==> src/hdl/hso_pkg.sv <==
`timescale 1ns / 1ps
package hso_pkg;

    localparam int ENTRIES = 8;
    localparam int SLOT_W = $clog2(ENTRIES);

    localparam logic [5:0] PIN_MASK_06 = 6'h03;
    localparam logic [5:0] PIN_MASK_07 = 6'h0C;
    localparam logic [7:0] EVT_T2RST   = 8'h40;
    localparam logic [7:0] EVT_ADC     = 8'h80;

    typedef enum logic [1:0] {
        OP_LOAD  = 2'd0,
        OP_CLEAR = 2'd1,
        OP_TMR1  = 2'd2,
        OP_TMR2  = 2'd3
    } op_t;

    typedef enum logic [0:0] {
        CFG_EXTENDED = 1'b0,
        CFG_LOCK     = 1'b1
    } cfg_idx_t;

    typedef enum logic [1:0] {
        ST_IDLE,
        ST_FIRE,
        ST_DONE
    } back_state_t;

    typedef struct packed {
        logic [1:0]  operation;
        logic [15:0] entry_time;
        logic [7:0]  entry_command;
        logic [15:0] timer_value;
    } in_item_t;

    typedef struct packed {
        logic [5:0] pin_levels;
        logic       cam_full;
        logic       holding_full;
        logic [3:0] soft_timer_flags_raised;
        logic [7:0] event_flags_raised;
        logic       output_irq;
        logic       soft_timer_irq;
        logic       timer2_reset;
        logic       adc_start;
    } out_item_t;

endpackage

==> src/hdl/hso_front.sv <==
`timescale 1ns / 1ps
// Two-deep queue of input items toward the back part.
module hso_front
    import hso_pkg::*;
(
    input  logic     clk,
    input  logic     rst_n,
    input  logic     in_valid,
    output logic     in_stall,
    input  in_item_t in_data,
    output logic     q_valid,
    input  logic     q_take,
    output in_item_t q_item
);

    in_item_t   q_mem [2];
    logic       wr_ptr_reg, wr_ptr_next;
    logic       rd_ptr_reg, rd_ptr_next;
    logic [1:0] cnt_reg, cnt_next;
    logic       push;
    logic       pop;

    assign in_stall = (cnt_reg == 2'd2);
    assign push = in_valid && !in_stall;
    assign pop = q_take && (cnt_reg != 2'd0);
    assign q_valid = (cnt_reg != 2'd0);
    assign q_item = q_mem[rd_ptr_reg];

    always_comb
    begin
        wr_ptr_next = wr_ptr_reg ^ push;
        rd_ptr_next = rd_ptr_reg ^ pop;
        cnt_next = cnt_reg + {1'b0, push} - {1'b0, pop};
    end

    always_ff @(posedge clk or negedge rst_n)
    begin
        if (!rst_n)
        begin
            wr_ptr_reg <= 1'b0;
            rd_ptr_reg <= 1'b0;
            cnt_reg <= 2'd0;
        end
        else
        begin
            wr_ptr_reg <= wr_ptr_next;
            rd_ptr_reg <= rd_ptr_next;
            cnt_reg <= cnt_next;
        end
    end

    always_ff @(posedge clk)
    begin
        if (push)
        begin
            q_mem[wr_ptr_reg] <= in_data;
        end
    end

endmodule

==> src/hdl/hso_back.sv <==
`timescale 1ns / 1ps
// Slot store and sequencer: a timer event snapshots its hit mask, then
// fires one slot per cycle in slot order.
module hso_back
    import hso_pkg::*;
(
    input  logic      clk,
    input  logic      rst_n,
    input  logic      extended_mode,
    input  logic      lock_enable,
    input  logic      q_valid,
    output logic      q_take,
    input  in_item_t  q_item,
    output logic      out_valid,
    input  logic      out_stall,
    output out_item_t out_data
);

    logic [ENTRIES-1:0] active_reg, active_next;
    logic [15:0]        time_reg [ENTRIES];
    logic [7:0]         cmd_reg [ENTRIES];
    logic [15:0]        ptime_reg, ptime_next;
    logic [7:0]         pcmd_reg, pcmd_next;
    logic               pvalid_reg, pvalid_next;
    logic [5:0]         pins_reg, pins_next;
    logic [ENTRIES-1:0] hit_reg, hit_next;
    logic [SLOT_W-1:0]  idx_reg, idx_next;
    back_state_t        state_reg, state_next;
    out_item_t          acc_reg, acc_next;
    logic               ov_reg, ov_next;

    logic               wr_en;
    logic [SLOT_W-1:0]  wr_idx;
    logic [15:0]        wr_time;
    logic [7:0]         wr_cmd;
    logic               clr_slots;

    logic [ENTRIES-1:0] free_vec;
    logic [SLOT_W-1:0]  free_idx;
    logic               free_any;
    logic [ENTRIES-1:0] hit_vec;
    logic [7:0]         c;
    logic [3:0]         act;
    logic               locked;
    logic [5:0]         m;
    logic [ENTRIES-1:0] act_after;
    logic [ENTRIES-1:0] free2;
    logic [SLOT_W-1:0]  free2_idx;
    logic               free2_any;

    assign out_valid = ov_reg;
    assign out_data = acc_reg;

    always_comb
    begin
        free_vec = ~active_reg;
        free_any = |free_vec;
        free_idx = '0;
        for (int i = ENTRIES - 1; i >= 0; i--)
        begin
            if (free_vec[i])
            begin
                free_idx = SLOT_W'(i);
            end
        end
        for (int i = 0; i < ENTRIES; i++)
        begin
            hit_vec[i] = active_reg[i] && (cmd_reg[i][6] == q_item.operation[0])
                         && (time_reg[i] == q_item.timer_value);
        end
    end

    always_comb
    begin
        active_next = active_reg;
        ptime_next = ptime_reg;
        pcmd_next = pcmd_reg;
        pvalid_next = pvalid_reg;
        pins_next = pins_reg;
        hit_next = hit_reg;
        idx_next = idx_reg;
        state_next = state_reg;
        acc_next = acc_reg;
        ov_next = ov_reg && out_stall;
        q_take = 1'b0;
        wr_en = 1'b0;
        wr_idx = free_idx;
        wr_time = q_item.entry_time;
        wr_cmd = q_item.entry_command;
        clr_slots = 1'b0;
        c = cmd_reg[idx_reg];
        act = c[3:0];
        locked = extended_mode && c[7] && lock_enable;
        m = '0;
        act_after = active_reg;
        free2 = '0;
        free2_any = 1'b0;
        free2_idx = '0;

        unique case (state_reg)
            ST_IDLE:
            begin
                if (q_valid && !ov_reg)
                begin
                    q_take = 1'b1;
                    acc_next = '0;
                    unique case (op_t'(q_item.operation))
                        OP_LOAD:
                        begin
                            if (free_any)
                            begin
                                wr_en = 1'b1;
                                active_next[free_idx] = 1'b1;
                            end
                            else
                            begin
                                ptime_next = q_item.entry_time;
                                pcmd_next = q_item.entry_command;
                                pvalid_next = 1'b1;
                            end
                            state_next = ST_DONE;
                        end
                        OP_CLEAR:
                        begin
                            active_next = '0;
                            clr_slots = 1'b1;
                            ptime_next = '0;
                            pcmd_next = '0;
                            pvalid_next = 1'b0;
                            state_next = ST_DONE;
                        end
                        default:
                        begin
                            hit_next = hit_vec;
                            idx_next = '0;
                            state_next = ST_FIRE;
                        end
                    endcase
                end
            end
            ST_FIRE:
            begin
                if (hit_reg[idx_reg] && active_reg[idx_reg])
                begin
                    if (act <= 4'd5)
                    begin
                        m = 6'(6'd1 << act[2:0]);
                    end
                    else if (act == 4'd6)
                    begin
                        m = PIN_MASK_06;
                    end
                    else if (act == 4'd7)
                    begin
                        m = PIN_MASK_07;
                    end
                    if (act <= 4'd7)
                    begin
                        pins_next = c[5] ? (pins_reg | m) : (pins_reg & ~m);
                        if (extended_mode)
                        begin
                            acc_next.event_flags_raised = acc_reg.event_flags_raised
                                                          | {2'b00, m};
                        end
                    end
                    else if (act <= 4'd11)
                    begin
                        acc_next.soft_timer_flags_raised[act[1:0]] = 1'b1;
                    end
                    else if (act == 4'd14)
                    begin
                        acc_next.timer2_reset = 1'b1;
                        if (extended_mode)
                        begin
                            acc_next.event_flags_raised = acc_reg.event_flags_raised
                                                          | EVT_T2RST;
                        end
                    end
                    else if (act == 4'd15)
                    begin
                        acc_next.adc_start = 1'b1;
                        if (extended_mode)
                        begin
                            acc_next.event_flags_raised = acc_reg.event_flags_raised
                                                          | EVT_ADC;
                        end
                    end
                    if (c[4])
                    begin
                        if (c[3])
                        begin
                            acc_next.soft_timer_irq = 1'b1;
                        end
                        else
                        begin
                            acc_next.output_irq = 1'b1;
                        end
                    end
                    if (!locked)
                    begin
                        act_after[idx_reg] = 1'b0;
                        free2 = ~act_after;
                        free2_any = |free2;
                        for (int i = ENTRIES - 1; i >= 0; i--)
                        begin
                            if (free2[i])
                            begin
                                free2_idx = SLOT_W'(i);
                            end
                        end
                        active_next = act_after;
                        // refill from the holding register
                        if (pvalid_reg && free2_any)
                        begin
                            wr_en = 1'b1;
                            wr_idx = free2_idx;
                            wr_time = ptime_reg;
                            wr_cmd = pcmd_reg;
                            active_next[free2_idx] = 1'b1;
                            ptime_next = '0;
                            pcmd_next = '0;
                            pvalid_next = 1'b0;
                        end
                    end
                end
                idx_next = idx_reg + 1'b1;
                if (idx_reg == SLOT_W'(ENTRIES - 1))
                begin
                    state_next = ST_DONE;
                end
            end
            ST_DONE:
            begin
                acc_next.pin_levels = pins_reg;
                acc_next.cam_full = &active_reg;
                acc_next.holding_full = pvalid_reg;
                ov_next = 1'b1;
                state_next = ST_IDLE;
            end
            default:
            begin
                state_next = ST_IDLE;
            end
        endcase
    end

    always_ff @(posedge clk or negedge rst_n)
    begin
        if (!rst_n)
        begin
            active_reg <= '0;
            ptime_reg <= '0;
            pcmd_reg <= '0;
            pvalid_reg <= 1'b0;
            pins_reg <= '0;
            state_reg <= ST_IDLE;
            ov_reg <= 1'b0;
            for (int i = 0; i < ENTRIES; i++)
            begin
                time_reg[i] <= '0;
                cmd_reg[i] <= '0;
            end
        end
        else
        begin
            active_reg <= active_next;
            ptime_reg <= ptime_next;
            pcmd_reg <= pcmd_next;
            pvalid_reg <= pvalid_next;
            pins_reg <= pins_next;
            state_reg <= state_next;
            ov_reg <= ov_next;
            if (clr_slots)
            begin
                for (int i = 0; i < ENTRIES; i++)
                begin
                    time_reg[i] <= '0;
                    cmd_reg[i] <= '0;
                end
            end
            else if (wr_en)
            begin
                time_reg[wr_idx] <= wr_time;
                cmd_reg[wr_idx] <= wr_cmd;
            end
        end
    end

    always_ff @(posedge clk)
    begin
        hit_reg <= hit_next;
        idx_reg <= idx_next;
        acc_reg <= acc_next;
    end

endmodule

==> src/hdl/hso_compare_cam.sv <==
`timescale 1ns / 1ps
// Channel   Handshake        Payload
// in        in_valid/stall   in_item_t
// out       out_valid/stall  out_item_t
// cfg       valid/ready      cfg_index, cfg_data
//
// Load and clear go from idle to done, which registers the result; a timer event
// first runs the fire sequencer (one slot per cycle) between idle and done.
// The back part takes the next item in the cycle after the result transfer.
// rst_n clears slots, holding register, pins and config (extended mode on).
// A two-deep queue lets the input side take up to two items while out stalls.
module hso_compare_cam
    import hso_pkg::*;
(
    input  logic      clk,
    input  logic      rst_n,
    input  logic      in_valid,
    output logic      in_stall,
    input  in_item_t  in_data,
    output logic      out_valid,
    input  logic      out_stall,
    output out_item_t out_data,
    input  logic      cfg_valid,
    output logic      cfg_ready,
    input  logic [0:0] cfg_index,
    input  logic      cfg_data
);

    logic     ext_reg;
    logic     lock_reg;
    logic     q_valid;
    logic     q_take;
    in_item_t q_item;

    assign cfg_ready = 1'b1;

    always_ff @(posedge clk or negedge rst_n)
    begin
        if (!rst_n)
        begin
            ext_reg <= 1'b1;
            lock_reg <= 1'b0;
        end
        else if (cfg_valid)
        begin
            unique case (cfg_idx_t'(cfg_index))
                CFG_EXTENDED: ext_reg <= cfg_data;
                CFG_LOCK:     lock_reg <= cfg_data;
                default:      ;
            endcase
        end
    end

    hso_front u_front (
        .clk      (clk),
        .rst_n    (rst_n),
        .in_valid (in_valid),
        .in_stall (in_stall),
        .in_data  (in_data),
        .q_valid  (q_valid),
        .q_take   (q_take),
        .q_item   (q_item)
    );

    hso_back u_back (
        .clk           (clk),
        .rst_n         (rst_n),
        .extended_mode (ext_reg),
        .lock_enable   (lock_reg),
        .q_valid       (q_valid),
        .q_take        (q_take),
        .q_item        (q_item),
        .out_valid     (out_valid),
        .out_stall     (out_stall),
        .out_data      (out_data)
    );

`ifndef SYNTHESIS
    a_no_take_empty: assert property (@(posedge clk) disable iff (!rst_n)
        q_take |-> q_valid) else $error("take from empty queue");
    a_out_hold: assert property (@(posedge clk) disable iff (!rst_n)
        (out_valid && out_stall) |=> out_valid) else $error("result dropped");
    a_out_stable: assert property (@(posedge clk) disable iff (!rst_n)
        (out_valid && out_stall) |=> $stable(out_data))
        else $error("stalled result changed");
`endif

endmodule
==> config.mk <==
export PLATFORM = sky130hd
export DESIGN_NAME = hso_compare_cam
export DESIGN_NICKNAME = d
export VERILOG_FILES = /design/src/hdl/hso_pkg.sv /design/src/hdl/hso_front.sv /design/src/hdl/hso_back.sv /design/src/hdl/hso_compare_cam.sv
export SDC_FILE = /design/constraint.sdc
export NUM_CORES = 1
export LEC_CHECK = 0
export BUFFER_PORTS_ARGS = -buffer_cell sky130_fd_sc_hd__clkbuf_2
export CAP_MARGIN = 25
export CORE_MARGIN = 5
export CORE_UTILIZATION = 50
export DETAILED_ROUTE_END_ITERATION = 8
export PLACE_DENSITY = 0.67
export SLEW_MARGIN = 30
export SYNTH_ARGS = -nofsm -noshare
export SYNTH_HDL_FRONTEND = slang
export SYNTH_SLANG_ARGS = --single-unit
==> constraint.sdc <==
create_clock -name clk -period 6.9 [get_ports clk]
set_clock_uncertainty 0.1 [all_clocks]
set_input_delay 1.725 -clock clk [delete_from_list [all_inputs] [get_ports clk]]
set_output_delay 1.725 -clock clk [all_outputs]
set_load 0.005 [all_outputs]
Word level (Yosys, flattened, before mapping)
Memory sizes are Yosys's and may differ from the RTL's.
Index checks and enable logic that the tools add are counted.
{ "word_totals": {"output_inout_bits": 27, "mem_bits_rw": 84, "input_bits": 49, "ff_bits": 275, "word_cells": 319, "mem_count": 1} }
{ "mem_list": {"columns": ["name", "words", "width", "rd", "rd_ports_with_merged_regs", "write_ports", "line", "rtl"], "rows": [
  ["u_front.q_mem", 2, 42, 1, 0, 1, "hso_front.sv:16", "in_item_t q_mem [2];"]
]} }
{ "classes": {"add_sub_neg": 3, "n_eq_ne": 51, "n_bitwise": 17, "n_shift": 1, "reduce_logical": 58, "mux": 133, "magnitude_cmp": 14} }
{ "op_table": {"columns": ["op", "count"], "rows": [
  ["128-bit 2-to-1 mux", 2],
  ["8-bit 2-to-1 mux", 23],
  ["16-bit 2-to-1 mux", 11],
  ["128-bit bitwise mux", 1],
  ["16-bit equality test", 8],
  ["64-bit 2-to-1 mux", 2],
  ["16-bit case mux with 2 select lines", 3],
  ["8-bit case mux with 2 select lines", 5],
  ["3-bit 2-to-1 mux", 25],
  ["64-bit bitwise mux", 1],
  ["16-bit demux with 3-bit select", 1],
  ["1-bit 2-to-1 mux", 30],
  ["6-bit 2-to-1 mux", 5],
  ["1-bit logical AND", 29],
  ["8-bit binary-select mux with 3-bit select", 1],
  ["8-bit demux with 3-bit select", 1],
  ["24-bit 2-to-1 mux", 1],
  ["8-bit NOT", 3],
  ["2-bit by 1-bit != test with 1-bit output (second input constant)", 9],
  ["9-bit AND reduction", 2],
  ["4-bit by 3-bit != test with 1-bit output (second input constant)", 4],
  ["8-bit OR", 2],
  ["8-bit OR reduction", 2],
  ["5-bit AND reduction", 3],
  ["51 further kinds", 103]
]} }

Longest topological paths before layout
Gate-level depths: netlist (run 1).
{ "logic_depth": {"depth_word": 30, "ltp_mapped": 11, "mapped_depth_nobuf": 8} }

Cells and area by module
From an unflattened synthesis (run 1), not the netlist that was laid out.
{ "hier_totals": {"hier_cells": 1448, "hier_area_um2": 17625.7} }
{ "by_module_without_submodules": {"columns": ["module", "cells_each", "instances", "area_per_inst_um2", "seq_area_each_um2"], "rows": [
  ["hso_back", 1289, 1, 14072.2, 6906.6],
  ["hso_front", 151, 1, 3454.6, 2622.5],
  ["hso_compare_cam", 8, 1, 98.8, 51.3]
]} }

Least setup slack after synthesis (run 1)
Ideal clock, no wire load.
{ "synth_timing": {"path_type": "input -> register", "from": "in in_valid", "to": "mem u_front.q_mem[1][0] (netlist bit) (enable)", "arrival_time_ns": 3.019, "path_stages": 2, "t_required_ns": 6.396, "path_slack_ns": 3.377, "setup_time_ns": 0.404, "n_path_buf": 0, "path_cell_list": "nor2b_1 ha_1"} }
{ "synth_via": {"elab_chain_len": 3} }
{ "synth_rtl": {"columns": ["element", "line", "rtl"], "rows": [
  ["start, declared", "hso_compare_cam.sv:17", "input logic in_valid,"],
  ["1-bit logical AND", "hso_front.sv:24", "assign push = in_valid && !in_stall;"],
  ["1-bit 2-to-1 mux", "hso_front.sv:54", "if (push)"],
  ["1-bit 2-to-1 mux (not written as such)", "hso_front.sv:56", "q_mem[wr_ptr_reg] <= in_data;"],
  ["end, declared", "hso_front.sv:16", null]
]} }
No other way between the ends.

Final worst setup path (run 1)
{ "layout_timing": {"from": "reg u_back.state_reg[0]", "to": "reg u_back.time_reg[24] (netlist bit)"} }
{ "layout_via": {"elab_chain_len": 10, "word_cells_on_any_way": 16, "cone_classes": "order compare: 2; eq/ne: 1; mux: 9; bitwise: 1; reduce/logical: 3"} }
{ "layout_rtl": {"columns": ["element", "line", "rtl"], "rows": [
  ["start, declared", "hso_back.sv:28", "back_state_t state_reg, state_next;"],
  ["start signal, assigned", "hso_back.sv:271", "state_reg <= state_next;"],
  ["2-bit by 1-bit equality test with 1-bit output", "hso_back.sv:100", "unique case (state_reg)"],
  ["3-bit 2-to-1 mux", "hso_back.sv:100", null],
  ["3-bit NOT with 4-bit output (not written as such)", "hso_back.sv:283", "time_reg[wr_idx] <= wr_time;"],
  ["4-bit >= comparator (not written as such) / 4-bit by 1-bit less-than comparator with 1-bit output (equally long branches)", "hso_back.sv:283", null],
  ["1-bit logical AND (not written as such)", "hso_back.sv:283", null],
  ["16-bit 2-to-1 mux (not written as such)", "hso_back.sv:283", null],
  ["16-bit demux with 3-bit select", "hso_back.sv:283", null],
  ["128-bit bitwise mux", "hso_back.sv:283", null],
  ["128-bit 2-to-1 mux", "hso_back.sv:281", "else if (wr_en)"],
  ["128-bit 2-to-1 mux", "hso_back.sv:273", "if (clr_slots)"],
  ["end signal, assigned by index", "hso_back.sv:283", null],
  ["end, declared", "hso_back.sv:20", "logic [15:0] time_reg [ENTRIES];"]
]} }
Parallel ways exist; a longest one is shown, timed or not. The select of a mux whose other input is x is not followed.
A chain may end at the register's enable or synchronous reset.

==> results of run 1 <==
cell families (layout without fill, tap and decap cells):
family | after synthesis | in the layout | share of synthesized area
AOI/OAI and AO/OA | 342 | 342 | 0.165
other | 1 | 1 | 0.000230
muxes | 75 | 75 | 0.0576
buffers and inverters | 91 | 184 | 0.0281
xor gates and xnor gates | 139 | 139 | 0.0746
adders and majority gates | 6 | 6 | 0.00460
and+or+nand+nor | 280 | 280 | 0.0829
DFF | 359 | 359 | 0.587
layer usage:
layer  vias up  global-route usage
met5         -                   0
met3        81              0.0416
met1      5518               0.321
met4         0              0.0843
li1       4941                   -
met2       369               0.385
worst max-delay path, delay by kind of cell, from the launching register on:
kind,cells,cell delay [ps]
flip-flops,1,530
AND/OR/NAND/NOR,4,880
AO/OA/AOI/OAI,3,1250
buffers and inverters,2,920
worst paths after layout:
path | slack (ps) | end | startpoint | cells after the start
worst max-delay path | 3040 | u_back.time_reg[24] | u_back.state_reg[0] | 9
worst min-delay path | 380 | u_back.cmd_reg[63] | u_back.cmd_reg[63] | 2
worst max register to register | 3040 | u_back.time_reg[24] | u_back.state_reg[0] | 9
worst min register to register | 380 | u_back.cmd_reg[63] | u_back.cmd_reg[63] | 2
max in group asynchronous | 4640 | u_back.time_reg[76] | rst_n | 2
min in group asynchronous | 1020 | u_back.cmd_reg[44] | rst_n | 1
Yosys cell counts (3+ instances only):
master,count,area (um^2)
a21oi_1,40,200
and3_1,3,18.8
dfrtp_1,239,5980
mux4_2,11,248
nand4_1,23,144
o21ai_0,64,320
nand2_1,106,398
buf_6,8,90.1
a31oi_1,6,37.5
edfxtp_1,119,3570
mux2_2,35,394
clkbuf_1,28,105
xor2_1,86,753
and2_1,13,81.3
o2bb2ai_1,168,1470
a22oi_1,4,30.0
buf_1,5,18.8
nand2b_1,34,213
nand3_1,18,90.1
a22oi_2,22,275
inv_1,11,41.3
nor4_1,20,125
o21ai_1,6,30.0
buf_4,4,30.0
nor2_1,45,169
xnor2_1,53,464
nor2b_1,5,31.3
ha_1,6,75.1
buf_2,33,165
o22ai_1,4,25.0
a21oi_2,3,26.3
nor3_1,7,35.0
mux2i_1,27,270
area by class of cell:
type | count | share of cell area
sequential | 359 | 0.519
multi-input combinational | 843 | 0.351
clock buffer | 53 | 0.0591
timing repair buffer | 104 | 0.0346
tap | 442 | 0.0300
clock inverter | 14 | 0.00360
inverter | 13 | 0.00265
where the power goes:
part           switching (mW)  leakage (nW)  internal (mW)
registers               0.301          4.40           2.69
clock network           0.811         0.574           1.10
logic                    1.67          2.46          0.926
total                    2.78          7.44           4.71
==> impl_summary.md, run 1 <==
Finish
The ratio of cells with drive above 1 in the final layout is 0.191. The post-route cell area is 18400 um^2. From synthesis to final layout, the design area changed by 13.0%.

The utilization of the core after routing is 0.570. The register with the most flip-flops in the layout has 128 of them. Across the whole layout, storage elements account for 9580 um^2. The fill cell total of the finished layout is 2691. The area of the multi-input gates is 6470 um^2. The number of antenna diodes in the final layout is 0.

The post-layout instance count excluding filler cells is 1828. In the final design database the tool counted 1413 nets. The most common library cell in the layout ignoring fill and taps is dfrtp_1. In the layout the commonest cells are dfrtp_1, o2bb2ai_1, edfxtp_1.

Drt
In this run the remaining antenna-violating nets after routing total 0. The wire length on met3 is 2.68 mm. The total vias in the final route is 10900. The routed length per instance is 23.2 um.

The highest routed metal layer is met4. The pre-antenna-repair detailed-routing pass consisted of 5 iterations. The DRC violations left is 0. The detail-routed via count per cell is 5.97. After detailed routing, the wire length on met1 is 18.0 mm.

After detailed routing, the met2 layer carries 20.1 mm of wire. The total detailed-routing wirelength is 42.5 mm. The number of violations reported at the end of detailed-routing iteration 0 is 873.

Synthesis
The synthesized design contains 359 register bits. The instance count of the mapped netlist is 1293. The count of flip-flops with a built-in enable after synthesis is 119.

During synthesis, Yosys emitted a total of 0 warnings. The share of flip-flops with an asynchronous set or reset after synthesis is 0.669. For this run, the register share of the synthesized area comes to 0.587.

After synthesis, the netlist uses 62 different library cells. After synthesis the cells add up to 16300 um^2. The primary flip-flop cell chosen by synthesis mapping is dfrtp_1. The net count after synthesis is 1348. Averaged over all synthesized cells, the footprint is 12.6 um^2.

Pwr
IR analysis of the VDD net gives a maximum drop of 0.000280 V. Overall power consumption after layout is estimated at 7.50 mW. The total power divided by cell area is 406 nW/um^2. The static leakage is 7.44 nW.

Setup path
The required time of the critical path is 7170 ps. The kind of capture point of the worst setup path is a register. STA puts the critical path data arrival time at 4130 ps.

The category of the critical setup timing path is register to register. The longest individual stage delay on the worst path is 730 ps. The critical path goes through nand2b_1 -> clkinv_1 -> nand2_1 -> o22ai_2 -> and3_2 -> buf_4 -> nor2_1 -> a31oi_4 -> o2bb2ai_1. The maximum fanout encountered on the critical timing path is 33.

The slowest stage of the critical path is the a31oi_4 cell. The startpoint kind of the worst setup timing path is a register.

Place
The cell area after placement is 17200 um^2. The final HPWL from detailed placement is 27.2 mm. Timing analysis after detailed placement gives a worst setup slack of 2900 ps.

The placer congestion estimate is 0.960. The number of placed cells counting well taps is 1760. The number of port buffers is 74.

CTS
The clock sink total is 359. The H-tree generated during clock tree synthesis spans 2 levels. The number of CTS-inserted buffers is 37. The master cell of the clock root buffer is clkbuf_16.

The longest clock path from root to sink contains 3 buffers. The setup fix buffers added after clock tree synthesis is 0. The post-CTS clock slew at the launch and capture registers of the worst setup and hold paths is 70 ps. The clock tree from TritonCTS is done. The clock latency of the later-clocked register in the worst-skew pair is 530 ps.

The post-CTS resize count is 0. Buffers inserted to repair hold after CTS numbered 0.

Floorplan
The core region is 32400 um^2. The initial standard-cell utilization of the core is 0.504. The floorplan step defined a die boundary enclosing 36300 um^2.

In this run the count of I/O pins placed on the die edge is 76. The overall die width is 191 um. The floorplan die height is 191 um. The number of rows created at floorplan is 66.

STA
The total negative setup slack is 0 ps. The final setup violation count is 0. For the pin with the worst max-slew slack, the measured transition is 920 ps. The worst hold slack after final layout is 381 ps. The smallest clock period supported by the final layout is computed as 3860 ps. The number of endpoints with negative hold slack in the final report is 0.

The number of pins with negative max-slew slack in the final report came to 0. Static timing analysis puts the maximum clock frequency at 259 MHz. Dividing the final minimum period by the clock period gives 0.559. The final worst setup slack is 3040 ps. The worst max-slew margin expressed relative to the limit is 0.387. Setup repair after global routing left no endpoint under its margin.

GRT
The initial antenna violation count is 0. The number of global-route vias before repair is 11200. Across every metal layer, demand over resource in global routing totals 0.236. Entering global routing, the biggest net connects 131 pins. Summed over all layers, the global routing overflow is 0. The first-pass GRT wire length is 66.4 mm.

Run status
The flow ran to the end, and the final reports show no timing, DRC or antenna violations.

Job
Across the run, the number of max-cap violations was 0.

Min path
The min-delay analysis places its worst path in the category register to register.
Note: power is estimated with default switching activity, not from simulation.
==> inputs of run 2 (changes only) <==
--- a/config.mk
+++ b/config.mk
@@ -10,7 +10,7 @@
 export CORE_MARGIN = 5
 export CORE_UTILIZATION = 50
 export DETAILED_ROUTE_END_ITERATION = 8
-export PLACE_DENSITY = 0.67
+export PLACE_DENSITY = 0.7
 export SLEW_MARGIN = 30
 export SYNTH_ARGS = -nofsm -noshare
 export SYNTH_HDL_FRONTEND = slang
==> constraint.sdc (replaced) <==
create_clock -name clk -period 3.5 [get_ports clk]
set_clock_uncertainty 0.1 [all_clocks]
set_input_delay 0.875 -clock clk [delete_from_list [all_inputs] [get_ports clk]]
set_output_delay 0.875 -clock clk [all_outputs]
set_load 0.005 [all_outputs]
==> impl_summary.md, run 2 (synthesized netlist as in run 1, its figures left out) <==
Min path
The path class of the tightest hold or removal check is input port to async pin.

Drt
The routed length per instance came to 22.8 um (-2.0%). The total vias in the final route was 11300 (+3.5%). The number of iterations in the first detailed-routing pass is 7 (+2). The total detailed-routing wirelength came to 42.8 mm (+0.76%). The number of nets with antenna violations after detailed routing is 0 (unchanged). The DRC violations left was 0 (unchanged).

The number of violations reported at the end of detailed-routing iteration 0 is 1158 (+33%). The detail-routed via count per cell is 6.00 (+0.60%).

STA
The number of pins with negative max-slew slack in the final report came to 0 (unchanged). The worst max-slew margin expressed relative to the limit is 0.351 (-0.0359). The number of endpoints with negative hold slack in the final report was 0 (unchanged). The final period utilization was 0.932 (+0.373). The highest attainable clock frequency was 307 MHz (+18%). The time the final worst path needs with I/O delays and setup is 3260 ps (-596 ps). The slew at the pin with the worst max-slew slack was 974 ps (+53.8 ps).

The final worst setup slack is 240 ps (-2800 ps). The final setup violation count is 0 (unchanged). The total negative setup slack is 0 ps (unchanged).

Setup repair after global routing left no endpoint under its margin.

GRT
The first-pass GRT wire length was 67.6 mm (+1.7%). The overall global routing resource usage was 0.238 (+0.00235). The number of global-route vias before repair was 11700 (+4.2%). The total grt overflow is 0 (unchanged).

The initial antenna violation count is 0 (unchanged). The maximum number of pins on one net before global-route repair is 87 (-34%).

Setup path
The startpoint kind of the worst setup timing path is a register. The worst setup path is captured at a register. The maximum fanout encountered on the critical timing path is 24 (-27%). The required time of the critical path was 3770 ps (-3400 ps). The critical path is of the register to register type. The critical path data arrival time came to 3530 ps (-600 ps).

CTS
The maximum level of the CTS H-tree came to 2 (unchanged). The clock sink total is 359 (unchanged). The buffer depth of the longest clock path is 3 (unchanged). CTS placed an instance of clkbuf_16 at the clock tree root. The post-CTS resize count is 0 (unchanged). The clock tree from TritonCTS is done. The setup fix buffers added after clock tree synthesis is 0 (unchanged).

The clock latency of the later-clocked register in the worst-skew pair was 540 ps (about the same). The number of CTS-inserted buffers is 37 (unchanged). The total of hold buffers inserted after clock tree synthesis is 0 (unchanged). The post-CTS clock slew at the launch and capture registers of the worst setup and hold paths is 60 ps (about the same).

Place
The number of port buffers is 74 (unchanged). The placer congestion estimate came to 0.957 (-0.25%). The worst setup timing slack at the placement stage was 287 ps (-2610 ps). The final HPWL from detailed placement was 28.4 mm (+4.4%).

Finish
The library cells used most frequently in the layout, excluding fill and tap cells, are dfrtp_1, o2bb2ai_1, edfxtp_1. The number of nets in the layout came to 1465 (+3.7%). The utilization of the core after routing is 0.579 (+0.00916). The most common library cell in the layout ignoring fill and taps is dfrtp_1. The fill cell total of the finished layout is 2689 (-0.074%). The ratio of cells with drive above 1 in the final layout is 0.214 (+0.0230). Relative to the synthesized area, the layout overhead comes to 14.9%. The number of diodes added for antenna fixing is 0 (unchanged). The number of flip-flops under the largest register name is 128 (unchanged).

Floorplan
The core region area was 32400 um^2 (unchanged). The initial standard-cell utilization of the core is 0.504 (unchanged). The overall die width was 191 um (unchanged). The area of the die is 36300 um^2 (unchanged).

The number of rows created at floorplan came to 66 (unchanged). The I/O pin total is 76 (unchanged). The floorplan die height is 191 um (unchanged).

Job
The number of maximum-capacitance constraint violations is 0 (unchanged).

Pwr
The total power divided by cell area is 802 nW/um^2 (+97%). The overall power was 15.0 mW (+100%). The largest vdd supply drop was 0.000563 V (+100%). The static leakage came to 7.71 nW (+3.7%).

Run status
The flow ran to the end, and the final reports show no timing, DRC or antenna violations.
run 2: changes by cell type in the layout (fill, tap and decap cells not counted), moves of 3 or more:
| cell | delta |
|---|---|
| a21oi_4 | -3 |
| buf_12 | +5 |
| buf_4 | +48 |
| a21oi_2 | +3 |
| mux2i_4 | -8 |
| mux2i_1 | +10 |
| clkbuf_16 | -3 |
run 2: area by class of cell:
| cell class | count | area (um^2) | area share |
|---|---|---|---|
| clock buffer | 50 | 1020 | 0.0547 |
| clock inverter | 17 | 134 | 0.00714 |
| inverter | 13 | 48.8 | 0.00260 |
| multi-input combinational | 843 | 6330 | 0.338 |
| sequential | 359 | 9580 | 0.511 |
| tap | 442 | 553 | 0.0295 |
| timing repair buffer | 156 | 1070 | 0.0571 |
run 2: worst paths after layout:
check,startpoint,end,slack [ps],cells past startpoint
max reg2reg,u_back.idx_reg[2],u_back.time_reg[16],240,8
min reg2reg,u_back.cmd_reg[58],u_back.cmd_reg[58],380,2
max,u_back.idx_reg[2],u_back.time_reg[16],240,8
max in group asynchronous,rst_n,u_back.cmd_reg[56],2250,2
min,rst_n,u_back.cmd_reg[41],190,1
min in group clk,u_back.cmd_reg[58],u_back.cmd_reg[58],380,2
run 2: stage by stage:
stage,instance area (um^2),cells,hold WS (ps)
2_1_floorplan,16300,1293,345
3_3_place_gp,17600,1813,361
3_5_place_dp,17600,1813,369
4_1_cts,18700,1880,212
5_1_grt,18700,1880,232
6_report,18700,1880,190
run 2: worst max-delay path, stage by stage, from the launching register on:
cell,delay (ps)
edfxtp_1,400
buf_4,180
mux2i_1,110
mux4_2,490
or2_4,280
and3_2,380
buf_4,240
a31oi_4,730
o2bb2ai_1,180
run 2: layer usage:
layer,global-route usage,vias to the layer above,routed length (um)
met5,0,-,0
met4,0.0992,0,1840
met2,0.391,440,20500
li1,-,5032,-
met3,0.0372,98,2870
met1,0.319,5717,17600
run 2: power breakdown:
| part | internal, mW | leakage (nW) | switching [mW] | total (mW) |
|---|---|---|---|---|
| Clock | 2.14 | 0.576 | 1.64 | 3.78 |
| Combinational | 2.02 | 2.73 | 3.48 | 5.50 |
| Sequential | 5.30 | 4.40 | 0.454 | 5.75 |
